==> src/hw/rtl/assert_macros.svh <==
// assertion helpers for the complex arithmetic unit
`ifndef ASSERT_MACROS_SVH
`define ASSERT_MACROS_SVH

`ifndef SYNTHESIS

// property checked while out of reset
`define CAU_ASSERT(lbl, clk, rst_n, prop) \
    lbl: assert property (@(posedge clk) disable iff (!rst_n) prop) \
        else $error("cau assertion failed");

// property checked at every edge, reset included
`define CAU_ASSERT_ALWAYS(lbl, clk, prop) \
    lbl: assert property (@(posedge clk) prop) \
        else $error("cau assertion failed");

`else

`define CAU_ASSERT(lbl, clk, rst_n, prop)
`define CAU_ASSERT_ALWAYS(lbl, clk, prop)

`endif

`endif

==> src/hw/rtl/cau_pkg.sv <==
package cau_pkg;

    localparam int DATA_WIDTH = 32;
    localparam int FRAC_BITS  = 16;
    localparam int PROD_W     = 2 * DATA_WIDTH;
    localparam int SUM_W      = PROD_W + 1;
    localparam int QUOT_W     = DATA_WIDTH;
    localparam int NUM_W      = PROD_W + FRAC_BITS;

    localparam logic [2:0] OP_ADD = 3'd0;
    localparam logic [2:0] OP_SUB = 3'd1;
    localparam logic [2:0] OP_MUL = 3'd2;
    localparam logic [2:0] OP_DIV = 3'd3;
    localparam logic [2:0] OP_EQ  = 3'd4;

    localparam logic [PROD_W-1:0] MAG_MAX = (PROD_W'(1) << (DATA_WIDTH - 1)) - PROD_W'(1);
    localparam logic [PROD_W-1:0] MAG_MIN = MAG_MAX + PROD_W'(1);

    typedef struct packed {
        logic [2:0]                   op;
        logic signed [DATA_WIDTH-1:0] a_real;
        logic signed [DATA_WIDTH-1:0] a_imag;
        logic signed [DATA_WIDTH-1:0] b_real;
        logic signed [DATA_WIDTH-1:0] b_imag;
    } cau_in_t;

    typedef struct packed {
        logic signed [DATA_WIDTH-1:0] res_real;
        logic signed [DATA_WIDTH-1:0] res_imag;
        logic                         is_equal;
        logic                         div_zero;
        logic                         overflow;
    } cau_out_t;

    // one divider lane slot, non-divide results ride along in res
    typedef struct packed {
        logic                  is_div;
        logic                  neg_re;
        logic                  neg_im;
        logic                  sat_re;
        logic                  sat_im;
        logic [PROD_W-1:0]     den;
        logic [PROD_W-1:0]     rem_re;
        logic [PROD_W-1:0]     rem_im;
        logic [QUOT_W-1:0]     sh_re;
        logic [QUOT_W-1:0]     sh_im;
        cau_out_t              res;
    } cau_div_t;

    typedef struct packed {
        logic [DATA_WIDTH-1:0] val;
        logic                  ovf;
    } cau_sat_t;

    // clamp a sign-magnitude value to the signed data range
    function automatic cau_sat_t cau_saturate(input logic neg, input logic [PROD_W-1:0] mag,
                                              input logic force_sat);
        cau_sat_t          r;
        logic [PROD_W-1:0] twos;
        twos = PROD_W'(0) - mag;
        if (!neg) begin
            if (force_sat || (mag > MAG_MAX)) begin
                r.val = MAG_MAX[DATA_WIDTH-1:0];
                r.ovf = 1'b1;
            end else begin
                r.val = mag[DATA_WIDTH-1:0];
                r.ovf = 1'b0;
            end
        end else begin
            if (force_sat || (mag > MAG_MIN)) begin
                r.val = MAG_MIN[DATA_WIDTH-1:0];
                r.ovf = 1'b1;
            end else begin
                r.val = twos[DATA_WIDTH-1:0];
                r.ovf = 1'b0;
            end
        end
        return r;
    endfunction

endpackage

==> src/hw/rtl/cau_finish.sv <==
module cau_finish (
    input  logic              aclk,
    input  logic              aresetn,
    input  logic              en,
    input  logic              in_valid,
    input  cau_pkg::cau_div_t in_data,
    output logic              out_valid,
    output cau_pkg::cau_out_t out_data
);
    import cau_pkg::*;

    logic     valid_reg;
    cau_out_t res_reg, res_next;
    cau_sat_t qr, qi;

    // quotient clamp for divide, pass-through otherwise
    always_comb begin
        qr = cau_saturate(in_data.neg_re, PROD_W'(in_data.sh_re), in_data.sat_re);
        qi = cau_saturate(in_data.neg_im, PROD_W'(in_data.sh_im), in_data.sat_im);
        if (in_data.is_div) begin
            res_next          = '0;
            res_next.res_real = qr.val;
            res_next.res_imag = qi.val;
            res_next.overflow = qr.ovf | qi.ovf;
        end else begin
            res_next = in_data.res;
        end
    end

    always_ff @(posedge aclk) begin
        if (!aresetn) begin
            valid_reg <= 1'b0;
        end else if (en) begin
            valid_reg <= in_valid;
        end
    end

    always_ff @(posedge aclk) begin
        if (en) begin
            res_reg <= res_next;
        end
    end

    assign out_valid = valid_reg;
    assign out_data  = res_reg;

endmodule

==> config.mk <==
export PLATFORM = sky130hd
export DESIGN_NAME = cau_finish
export DESIGN_NICKNAME = d
export VERILOG_FILES = /design/src/hw/rtl/assert_macros.svh /design/src/hw/rtl/cau_pkg.sv /design/src/hw/rtl/cau_finish.sv
export SDC_FILE = /design/constraint.sdc
export NUM_CORES = 1
export LEC_CHECK = 0
export ABC_AREA = 1
export BUFFER_PORTS_ARGS = -buffer_cell sky130_fd_sc_hd__clkbuf_2
export CORE_AREA = 5 5 151 153
export DETAILED_ROUTE_END_ITERATION = 16
export DIE_AREA = 0 0 156 158
export SLEW_MARGIN = 40
export SYNTH_ARGS = -nofsm -noshare
export SYNTH_HDL_FRONTEND = slang
export SYNTH_SLANG_ARGS = --single-unit
export TNS_END_PERCENT = 50
==> constraint.sdc <==
create_clock -name aclk -period 1.49 [get_ports aclk]
set_input_delay 0.0745 -clock aclk [delete_from_list [all_inputs] [get_ports aclk]]
set_output_delay 0.0745 -clock aclk [all_outputs]
set_load 0.01 [all_outputs]
# Word level (Yosys, flattened, before mapping)
# Cells that the tools add are included.
# Widths: inputs -> output; s select.
# op_classes
n_addsub	2
n_lt_le_gt_ge	4
mux	7
bitwise	1
reduce_logical	4
# op_table
cell	n
$mux 33	6
$mux 67	1
$gt 32x31->1 const B	2
$gt 32x32->1 const B	2
$sub 1x32->32 const A	2
$logic_or 1x1->1	4
$or 1x1->1	1
# word_totals
regBits	68
input_bits	332
output_inout_bits	68
wordCells	24

# Depth between registers and ports, before layout
# depth
word_depth	6
mapped_depth	12
ltp_nobuf	12

# Worst setup path after synthesis
# No wires, ideal clock.
# synth_timing
path_type	input to register
from	in in_data[67] (netlist name)
to	reg res_reg, in the netlist out_data[34] (data pin)
setup_time_ps	252
t_arrival_ps	1226
required_time_ps	1238
slack_ps	12
path_stages	11
path_buffers	2
path_cell_list	inv_1 -> ha_1 -> nand3_2 -> nor2_8 -> nand4_2 -> nand2_2 -> buf_6 -> buf_8 -> nand2_1 -> nand2_1 -> nand2_1
# synth_lines
element	line_no	text
start, declared	cau_finish.sv:6	input cau_pkg::cau_div_t in_data,
end signal, assigned	cau_finish.sv:40	res_reg <= res_next;
end, declared	cau_finish.sv:13	cau_out_t res_reg, res_next;

==> metrics <==
Std-Cell Rows=54; relative slew slack=0.6226; Critical Path RT=1.68 ns; Min-Delay Startpoint=in_data[1]; synth warn=0; postcts setup bufs=0; Worst EP arrival=1.56 ns; Hold Fails Final Rpt=0; first-pass GRT wire length=34440 um; CTS tree=yes; CP top delay family=simple AND/OR/NAND/NOR gates; CP max FO=10; wire per inst=16.38 um; Cell variety after synth=31; WS Path Type=in -> reg; cell area after synthesis=5463 um^2; area leader, netlist=edfxtp_1; total chip power=6.075 mW; RSZ-0062 raised after global routing=false; fmax=730.2 MHz; Peak VDD IR=0.4722 mV; Inserted Diodes=0; Endpoint, Worst Hold=out_data[1]; crit path max-delay cell type=ha_1; global route total overflow=0; Core ar.=21420 um^2; worst hold path type=in -> reg; Starting Density=0.2551; largest net degree at the start of global routing=68; clk slew on worst S/H paths=0.06 ns; Hold WS=0.02058 ns; r2r setup slk=0.28 ns; die width=156 um; DR DRC count=0; vias in the first global route=6385; cells along the critical path=clkbuf_2, inv_1, ha_1, nand3_2, nor2_8, nand4_2, nand2_4, buf_4, nand3_1, a21oi_1; IO Port Bufs=207; reg2reg path depth=3; ANT nets after route=0; Worst Clk Skew=0 ns; status=complete, no violations; Die H=158 um; minimum clock period=1.369 ns; Sink Count=68; Mapped Cells=801; Avg Cell Area, Syn=6.820 um^2; die area=24650 um^2; clock latency at the later pin of the worst-skew pair=0.34 ns; hold-critical path depth=3; top cells by area, synth=edfxtp_1 37%, nor2_1 13%, a21oi_1 10%, nand2_1 10%, nand3_1 6.4%; routability congestion estimate=0.9183; Critical Path Max Stage Delay=0.21 ns; count of pins over their slew limit=0; FF-to-FF Start=out_valid; io pins=400; Final setup violation count=0; vias per cell=4.677; Clock Path Buffers=2; Critical Path Start Type=input pin; critical path buffer and inverter count=3; Area after DPL=7770 um^2; H-tree depth=3; clk root buf=clkbuf_16; final worst slack=0.1206 ns; post-synth top area share=0.3683; detailed-route via count=6581; final instance area=8082 um^2; TritonRoute pass-1 iters=5; Tcrit/Tclk final=0.9191; share of cells above drive strength 1=0.3496; Crit. End Element=flop; GRT Util Overall=0.1813; Seq/Total Area, Yosys=0.3720; initial antenna violation count=1; worst-margin pin slew=0.5653 ns; post-DP HPWL=18710 um; post-synthesis register bit count=68; Total Wirelength=23050 um; nets=1456; Setup WS pre-CTS=-0.2637 ns; P&R area growth vs syn=47.94%; PwrDens=751.8 nW/um^2; r2r endpoint=out_valid; max-cap check violation count=0; Num CTS Buffers=9; Mapped Nets=1135; DR iter-0 viols=434; leakage power=3.744 nW
cell type report:
type                            count  area, um^2
Fill cell                        2330       13340
Multi-Input combinational cell    628        2997
Timing Repair Buffer              342        2145
Sequential cell                    68        2032
Tap cell                          280       350.3
Inverter                           73       274.0
Clock buffer                       10       229.0
Clock inverter                      6       55.05
repair_timing:
item / in CTS / in global routing
endpoints found under the hold margin: 1 / 0
setup endpoints to repair: 0 / 8
resized for setup: 0 / 2
hold buffers: 2 / 0
cell families after synthesis:
family                   share of synthesized area
adder cells (fa/ha/maj)                   0.004580
XOR/XNOR                                   0.03527
AND/OR/NAND/NOR                             0.3738
AO/OA/AOI/OAI                               0.1335
buffers and inverters                      0.08085
flip-flops                                  0.3720
how the worst max path moves through the flow:
stage,start,endpoint,slack [ns],cells past startpoint
floorplan,in_data[67],out_data[34],0.01,11
global placement,in_data[100],out_data[61],-0.22,12
detailed placement,in_data[68],out_data[21],-0.26,10
CTS,in_data[68],out_data[31],0.11,10
global route,in_data[100],out_data[63],0.002,12
finish,in_data[68],out_data[24],0.12,10
synthesized netlist by cell type:
cell type and instances:
a21oi_1 114, a31oi_1 1, buf_1 4, buf_2 5, buf_6 4, buf_8 1, clkbuf_1 18, dfxtp_1 1
edfxtp_1 67, ha_1 2, inv_1 63, inv_2 10, nand2_1 152, nand2_2 5, nand2_4 1, nand3_1 70
nand3_2 5, nand3b_1 6, nand4_1 18, nand4_2 1, nor2_1 184, nor2_2 9, nor2_4 7, nor2_8 1
o21ai_0 21, o21ai_1 2, o21bai_1 5, or2_0 1, or2_2 1, xnor2_1 4, xor2_1 18
report_power, final:
group | internal, mW | switching [mW] | leakage [nW]
Sequential | 2.33 | 0.0624 | 0.667
Clock | 1.28 | 0.877 | 0.137
Combinational | 0.651 | 0.878 | 2.94
Total | 4.26 | 1.82 | 3.74
layer usage:
layer  part of all wire  global-route usage  vias up
li1                   -                   -     3301
met1               0.43              0.2382     2937
met2               0.45              0.2969      313
met3              0.097             0.05030       28
met4              0.017             0.04335        2
met5            0.00056                   0        -
layout by cell type, fill, tap and decap left out:
master,count
clkbuf_2,206
nor2_1,183
nand2_1,152
buf_4,127
a21oi_1,114
nand3_1,70
edfxtp_1,67
inv_1,63
o21ai_0,21
nand4_1,18
xor2_1,18
inv_2,10
nor2_2,10
clkbuf_16,9
nor2_4,7
buf_12,7
nand3b_1,6
nand3_2,5
o21bai_1,5
nand2_2,4
xnor2_1,4
nand2_4,2
o21ai_1,2
ha_1,2
clkinv_2,2
clkinv_1,2
dlygate4sd3_1,2
or2_0,1
or2_2,1
nor2_8,1
nand4_2,1
a31oi_1,1
clkinvlp_4,1
clkbuf_1,1
bufinv_16,1
dfxtp_1,1
worst register-to-register path: cells and delay by family, from the launching register on:
kind	cells	cell delay, ns
flip-flops	1	0.31
AO/OA/AOI/OAI	2	0.22
buffers and inverters	1	0.57
through the flow:
step                        util  instances  setup TNS, ns
after floorplan                -        801              0
after global placement    0.3628       1389         -7.225
final                     0.3773       1407              0
after global routing      0.3773       1407              0
after detailed placement  0.3628       1389         -10.16
after CTS                 0.3770       1407              0
sequential cells by signal, summed over array words and instances, names as in the netlist:
name       cells
out_valid      1
out_data      67
(Power assumes the default switching activity.)
