## src/hw/rtl/assert_macros.svh

```systemverilog
// assertion helpers for the complex arithmetic unit
`ifndef ASSERT_MACROS_SVH
`define ASSERT_MACROS_SVH

`ifndef SYNTHESIS

// property checked while out of reset
`define CAU_ASSERT(lbl, clk, rst_n, prop) \
    lbl: assert property (@(posedge clk) disable iff (!rst_n) prop) \
        else $error("cau assertion failed");

// property checked at every edge, reset included
`define CAU_ASSERT_ALWAYS(lbl, clk, prop) \
    lbl: assert property (@(posedge clk) prop) \
        else $error("cau assertion failed");

`else

`define CAU_ASSERT(lbl, clk, rst_n, prop)
`define CAU_ASSERT_ALWAYS(lbl, clk, prop)

`endif

`endif

```

## src/hw/rtl/cau_pkg.sv

```systemverilog
package cau_pkg;

    localparam int DATA_WIDTH = 32;
    localparam int FRAC_BITS  = 16;
    localparam int PROD_W     = 2 * DATA_WIDTH;
    localparam int SUM_W      = PROD_W + 1;
    localparam int QUOT_W     = DATA_WIDTH;
    localparam int NUM_W      = PROD_W + FRAC_BITS;

    localparam logic [2:0] OP_ADD = 3'd0;
    localparam logic [2:0] OP_SUB = 3'd1;
    localparam logic [2:0] OP_MUL = 3'd2;
    localparam logic [2:0] OP_DIV = 3'd3;
    localparam logic [2:0] OP_EQ  = 3'd4;

    localparam logic [PROD_W-1:0] MAG_MAX = (PROD_W'(1) << (DATA_WIDTH - 1)) - PROD_W'(1);
    localparam logic [PROD_W-1:0] MAG_MIN = MAG_MAX + PROD_W'(1);

    typedef struct packed {
        logic [2:0]                   op;
        logic signed [DATA_WIDTH-1:0] a_real;
        logic signed [DATA_WIDTH-1:0] a_imag;
        logic signed [DATA_WIDTH-1:0] b_real;
        logic signed [DATA_WIDTH-1:0] b_imag;
    } cau_in_t;

    typedef struct packed {
        logic signed [DATA_WIDTH-1:0] res_real;
        logic signed [DATA_WIDTH-1:0] res_imag;
        logic                         is_equal;
        logic                         div_zero;
        logic                         overflow;
    } cau_out_t;

    // one divider lane slot, non-divide results ride along in res
    typedef struct packed {
        logic                  is_div;
        logic                  neg_re;
        logic                  neg_im;
        logic                  sat_re;
        logic                  sat_im;
        logic [PROD_W-1:0]     den;
        logic [PROD_W-1:0]     rem_re;
        logic [PROD_W-1:0]     rem_im;
        logic [QUOT_W-1:0]     sh_re;
        logic [QUOT_W-1:0]     sh_im;
        cau_out_t              res;
    } cau_div_t;

    typedef struct packed {
        logic [DATA_WIDTH-1:0] val;
        logic                  ovf;
    } cau_sat_t;

    // clamp a sign-magnitude value to the signed data range
    function automatic cau_sat_t cau_saturate(input logic neg, input logic [PROD_W-1:0] mag,
                                              input logic force_sat);
        cau_sat_t          r;
        logic [PROD_W-1:0] twos;
        twos = PROD_W'(0) - mag;
        if (!neg) begin
            if (force_sat || (mag > MAG_MAX)) begin
                r.val = MAG_MAX[DATA_WIDTH-1:0];
                r.ovf = 1'b1;
            end else begin
                r.val = mag[DATA_WIDTH-1:0];
                r.ovf = 1'b0;
            end
        end else begin
            if (force_sat || (mag > MAG_MIN)) begin
                r.val = MAG_MIN[DATA_WIDTH-1:0];
                r.ovf = 1'b1;
            end else begin
                r.val = twos[DATA_WIDTH-1:0];
                r.ovf = 1'b0;
            end
        end
        return r;
    endfunction

endpackage

```

## src/hw/rtl/cau_div_step.sv

```systemverilog
module cau_div_step (
    input  logic              aclk,
    input  logic              aresetn,
    input  logic              en,
    input  logic              in_valid,
    input  cau_pkg::cau_div_t in_data,
    output logic              out_valid,
    output cau_pkg::cau_div_t out_data
);
    import cau_pkg::*;

    logic            valid_reg;
    cau_div_t        data_reg, data_next;
    logic [PROD_W:0] trial_re, trial_im;
    logic            bit_re, bit_im;

    // one restoring quotient bit per part
    always_comb begin
        trial_re = {in_data.rem_re, in_data.sh_re[QUOT_W-1]};
        trial_im = {in_data.rem_im, in_data.sh_im[QUOT_W-1]};
        bit_re = trial_re >= {1'b0, in_data.den};
        bit_im = trial_im >= {1'b0, in_data.den};
        data_next = in_data;
        if (bit_re) begin
            data_next.rem_re = PROD_W'(trial_re - {1'b0, in_data.den});
        end else begin
            data_next.rem_re = trial_re[PROD_W-1:0];
        end
        if (bit_im) begin
            data_next.rem_im = PROD_W'(trial_im - {1'b0, in_data.den});
        end else begin
            data_next.rem_im = trial_im[PROD_W-1:0];
        end
        data_next.sh_re = {in_data.sh_re[QUOT_W-2:0], bit_re};
        data_next.sh_im = {in_data.sh_im[QUOT_W-2:0], bit_im};
    end

    always_ff @(posedge aclk) begin
        if (!aresetn) begin
            valid_reg <= 1'b0;
        end else if (en) begin
            valid_reg <= in_valid;
        end
    end

    always_ff @(posedge aclk) begin
        if (en) begin
            data_reg <= data_next;
        end
    end

    assign out_valid = valid_reg;
    assign out_data  = data_reg;

endmodule

```

## config.mk

```make
export PLATFORM = sky130hd
export DESIGN_NAME = cau_div_step
export DESIGN_NICKNAME = d
export VERILOG_FILES = /design/src/hw/rtl/assert_macros.svh /design/src/hw/rtl/cau_pkg.sv /design/src/hw/rtl/cau_div_step.sv
export SDC_FILE = /design/constraint.sdc
export NUM_CORES = 1
export LEC_CHECK = 0
export BUFFER_PORTS_ARGS = -buffer_cell sky130_fd_sc_hd__buf_2
export CORE_AREA = 10 10 249 251
export DETAILED_ROUTE_END_ITERATION = 8
export DIE_AREA = 0 0 259 261
export PLACE_DENSITY = 0.69
export SETUP_SLACK_MARGIN = 0.3
export SLEW_MARGIN = 20
export SYNTH_ARGS = -nofsm -noshare
export SYNTH_HDL_FRONTEND = slang
export SYNTH_SLANG_ARGS = --single-unit
```

## constraint.sdc

```tcl
create_clock -name aclk -period 6.3 [get_ports aclk]
set_input_delay 0.315 -clock aclk [delete_from_list [all_inputs] [get_ports aclk]]
set_output_delay 0.315 -clock aclk [all_outputs]
set_load 0.01 [all_outputs]
```

# Yosys cells after proc, flatten, opt, wreduce, memory -nomap -nowiden
# Cells that the tools add are included.
dict set report op_classes {
  addsub 2
  n_mul 0
  n_div 0
  order_cmp 2
  n_eq_ne 0
  n_shift 0
  mux 2
  bitwise_logic 0
  n_reduce_logical 0
}
# operator n
set ops {}
lappend ops {{>= comparator 65 x 64 -> 1 bit} 2}
lappend ops {{2-to-1 mux 64 bit} 2}
lappend ops {{subtractor 64 bit} 2}
dict set report totals {
  ff_bits 329
  latch_bits 0
  ramBits 0
  mem_bits_ro 0
  wordCells 22
  memories 0
}

# Logic depth before layout (Yosys ltp)
dict set report depth {
  ltp_word 2
  depth_mapped 15
}

# Least setup slack after synthesis
# Ideal clock, no wire load.
dict set report synth_path {
  path_type {input-to-reg}
  start {input in_data[130] in the netlist's numbering}
  end {register data_reg, in the netlist out_data[253], data pin}
  setup_ns 0.174
  t_arrival_ns 2.835
  required_time_ns 6.126
  path_slack_ns 3.291
  stages 13
  path_cell_list {inv_1 > ha_1 > fa_1 > nor2b_1 > o31a_1 > o31ai_1 > nand4b_1 > nand2_2 > o41ai_4 > a41oi_2 > o31a_1 > o211a_1 > a311oi_1}
}
# element line_no
set synth_lines {}
lappend synth_lines {{from (decl)} cau_div_step.sv:6} ;# input cau_pkg::cau_div_t in_data,
lappend synth_lines {{to (signal assigned)} cau_div_step.sv:48} ;# data_reg <= data_next;
lappend synth_lines {{to (decl)} cau_div_step.sv:13} ;# cau_div_t data_reg, data_next;

==> impl_metrics.yaml <==
global_route:
  grt_pass1_wl_microns: 121000
  grt_overflow: 0
  grt_max_degree: 154
  grt_pass1_vias: 18100
  grt_util_all_layers_pct: 23.9
  grt_antenna_before_repair: 34
yosys:
  synth_seq_cells: 329
  ys_top_cells_by_area: "edfxtp_1 (51%), ha_1 (8.3%), nand2_1 (4.3%)"
  yosys.area.top_type: "edfxtp_1"
  synth_common_cells: "edfxtp_1 (328), nand2_1 (222), o21ai_0 (149)"
  synth_cell_type_count: 84
  synth_edf_count: 328
  avgSynthCellArea_sq_um: 10.5
  netlist.area_leader.share_pct: 50.8
  synth_area_sq_um: 19400
  synthesis.nets: 2301
  synthArstFlopShare_pct: 0
  synth_most_common_cell: "edfxtp_1"
  ys.warnings.count: 0
  syn_inst: 1839
  synth_flop_cell: "edfxtp_1"
  ys_seq_area_share_pct: 51.0
routing:
  routed_wl_microns: 85000
  drtAntennaViolNets: 0
  drt_iter0_markers: 1653
  drt-vias-per-instance: 5.23
  wire_per_inst_microns: 24.5
  vias: 18100
  first_pass_iters: 6
  drc: 0
critical_path:
  crit_start: "in_data[261]"
  arrival_ps: 4700
  worstPathRequired_ps: 6610
  rr_startpoint: "out_valid"
  crit_type: "in2reg"
  cp-start-kind: "input pin"
  cp_max_fo: 52
  crit_path_end_kind: "flop"
clock_tree:
  htree_levels: 2
  cts-buffers-inserted: 38
  cts_tree: "yes"
  worstSkewPairLatency_ps: 560
  clock-sinks: 329
  post_cts_buffers: 0
  cts_root_buf: "clkbuf_16"
  clockBufferDepth: 3
  path_clk_slew_ps: 60
placement:
  gp_congestion: 0.922
  placed_area_sq_um: 23300
  numPortBuffers: 660
  placed_cells: 3186
  hpwl_microns: 68300
worst_hold_path:
  hold_start: "in_data[134]"
  min_path_type: "in2reg"
final_layout:
  finalInstanceArea_sq_um: 26600
  final_layout_size_suffix_gt1_share_pct: 28.4
  fillers: 5313
  area_delta_synth_final_pct: 37.4
  fin_nets: 3123
  final_cells: 3472
floorplan:
  core-area_sq_um: 57100
  ios: 661
  die_area_sq_um: 67600
  fp-row-count: 88
  floorplan.initialDensity_pct: 33.9
  die_w_microns: 259
  die_h_microns: 261
pwr:
  p_per_area_nw_per_um2: 259
  p_total_mw: 6.89
  leakagePower_nw: 11.7
  ir_drop_v: 0.000193
sta:
  slew_violations: 0
  slew-limit-headroom_pct: 35.6
  finalCritPeriodShare_pct: 69.6
  fin_crit_ps: 4390
  worstMarginPinSlew_ps: 967
  setup_violations: 0
  finalHoldViolCount: 0
  grt_setup_unrepaired: "no"
  skew_ps: 0
  fmax_ghz: 0.228
  setup_tns_ps: 0
outcome:
  status: "finished clean"
flow_run:
  drv_cap: 0
routing by layer:
| layer | vias to the layer above | share of wire, % | global-route usage [%] |
|---|---|---|---|
| li1 | 8497 | - | - |
| met4 | 26 | 3.5 | 9.98 |
| met2 | 767 | 50 | 41.6 |
| met5 | - | 0.19 | 0 |
| met1 | 8721 | 38 | 27.3 |
| met3 | 134 | 8.1 | 6.81 |
worst max-delay path, cell delays in order:
cell and delay, ps:
dlygate4sd3_1 530, buf_2 110, inv_1 60, ha_1 350, a21oi_1 260, a2111oi_0 210, o21ai_0 290, and4_1 310
o2bb2ai_1 130, nor3_2 230, o21ai_1 170, a21oi_4 600, buf_4 580, inv_2 220, mux2_2 310
state kept, by name, summed over array words and instances, names as in the netlist:
signal / cells
out_data: 328
out_valid: 1
cells by family (layout without fill, tap and decap cells):
group	after synthesis	in the layout	synth area share [%]
mux	7	7	0.381
buf+inv	194	1045	4.10
other cells	0	17	0
simple gates	504	504	12.2
fa+ha+maj	130	130	8.47
flops	329	329	51.0
compound gates	565	565	18.9
xor+xnor	110	110	4.97
path summary, 6_finish.rpt:
check / endpoint / slack (ps) / cells past startpoint
min reg2reg: out_valid / 1050 / 3
max: out_data[179] / 1910 / 15
max reg2reg: out_valid / 5150 / 3
min: out_data[135] / 50 / 3
power breakdown:
group / internal, mW / switching, mW
clock: 1.27 / 0.962
combinational: 0.724 / 1.14
sequential: 2.72 / 0.0794
final cells by class:
cell class | instances | area [sq um] | share of cell area (%)
well taps | 765 | 957 | 3.60
diodes | 17 | 42.5 | 0.160
multi-input cells | 1316 | 8710 | 32.7
repair buffers | 867 | 5380 | 20.2
flip-flops and latches | 329 | 9870 | 37.1
clock inverters | 26 | 243 | 0.912
clock buffers | 43 | 991 | 3.72
inverters | 109 | 412 | 1.55
cells in the final DEF, fill, tap and decap left out, types with 30 or more instances in the layout:
cell type,count
edfxtp_1,328
o21ai_0,149
xnor2_1,63
a21o_1,82
nand2_1,222
buf_2,659
nand4_1,48
xor2_1,47
o21ai_1,30
a21oi_1,133
o21bai_1,36
dlygate4sd3_1,200
nand3_1,32
clkbuf_16,39
inv_1,107
ha_1,128
nor2_1,85
repair_timing:
action                    in CTS  in global routing
hold buffers                 200                  0
hold endpoints to repair     199                  0
gates resized for setup        0                  0
per-stage QoR:
stage	hold WS (ps)	setup WS [ps]	util, %
floorplan	414	3290	-
global placement	492	1990	40.8
detailed placement	493	1890	40.8
CTS	19.1	1940	46.5
global route	40.1	1480	46.6
finish	47.0	1910	46.6
No activity file was read; power rests on OpenSTA's default activity.
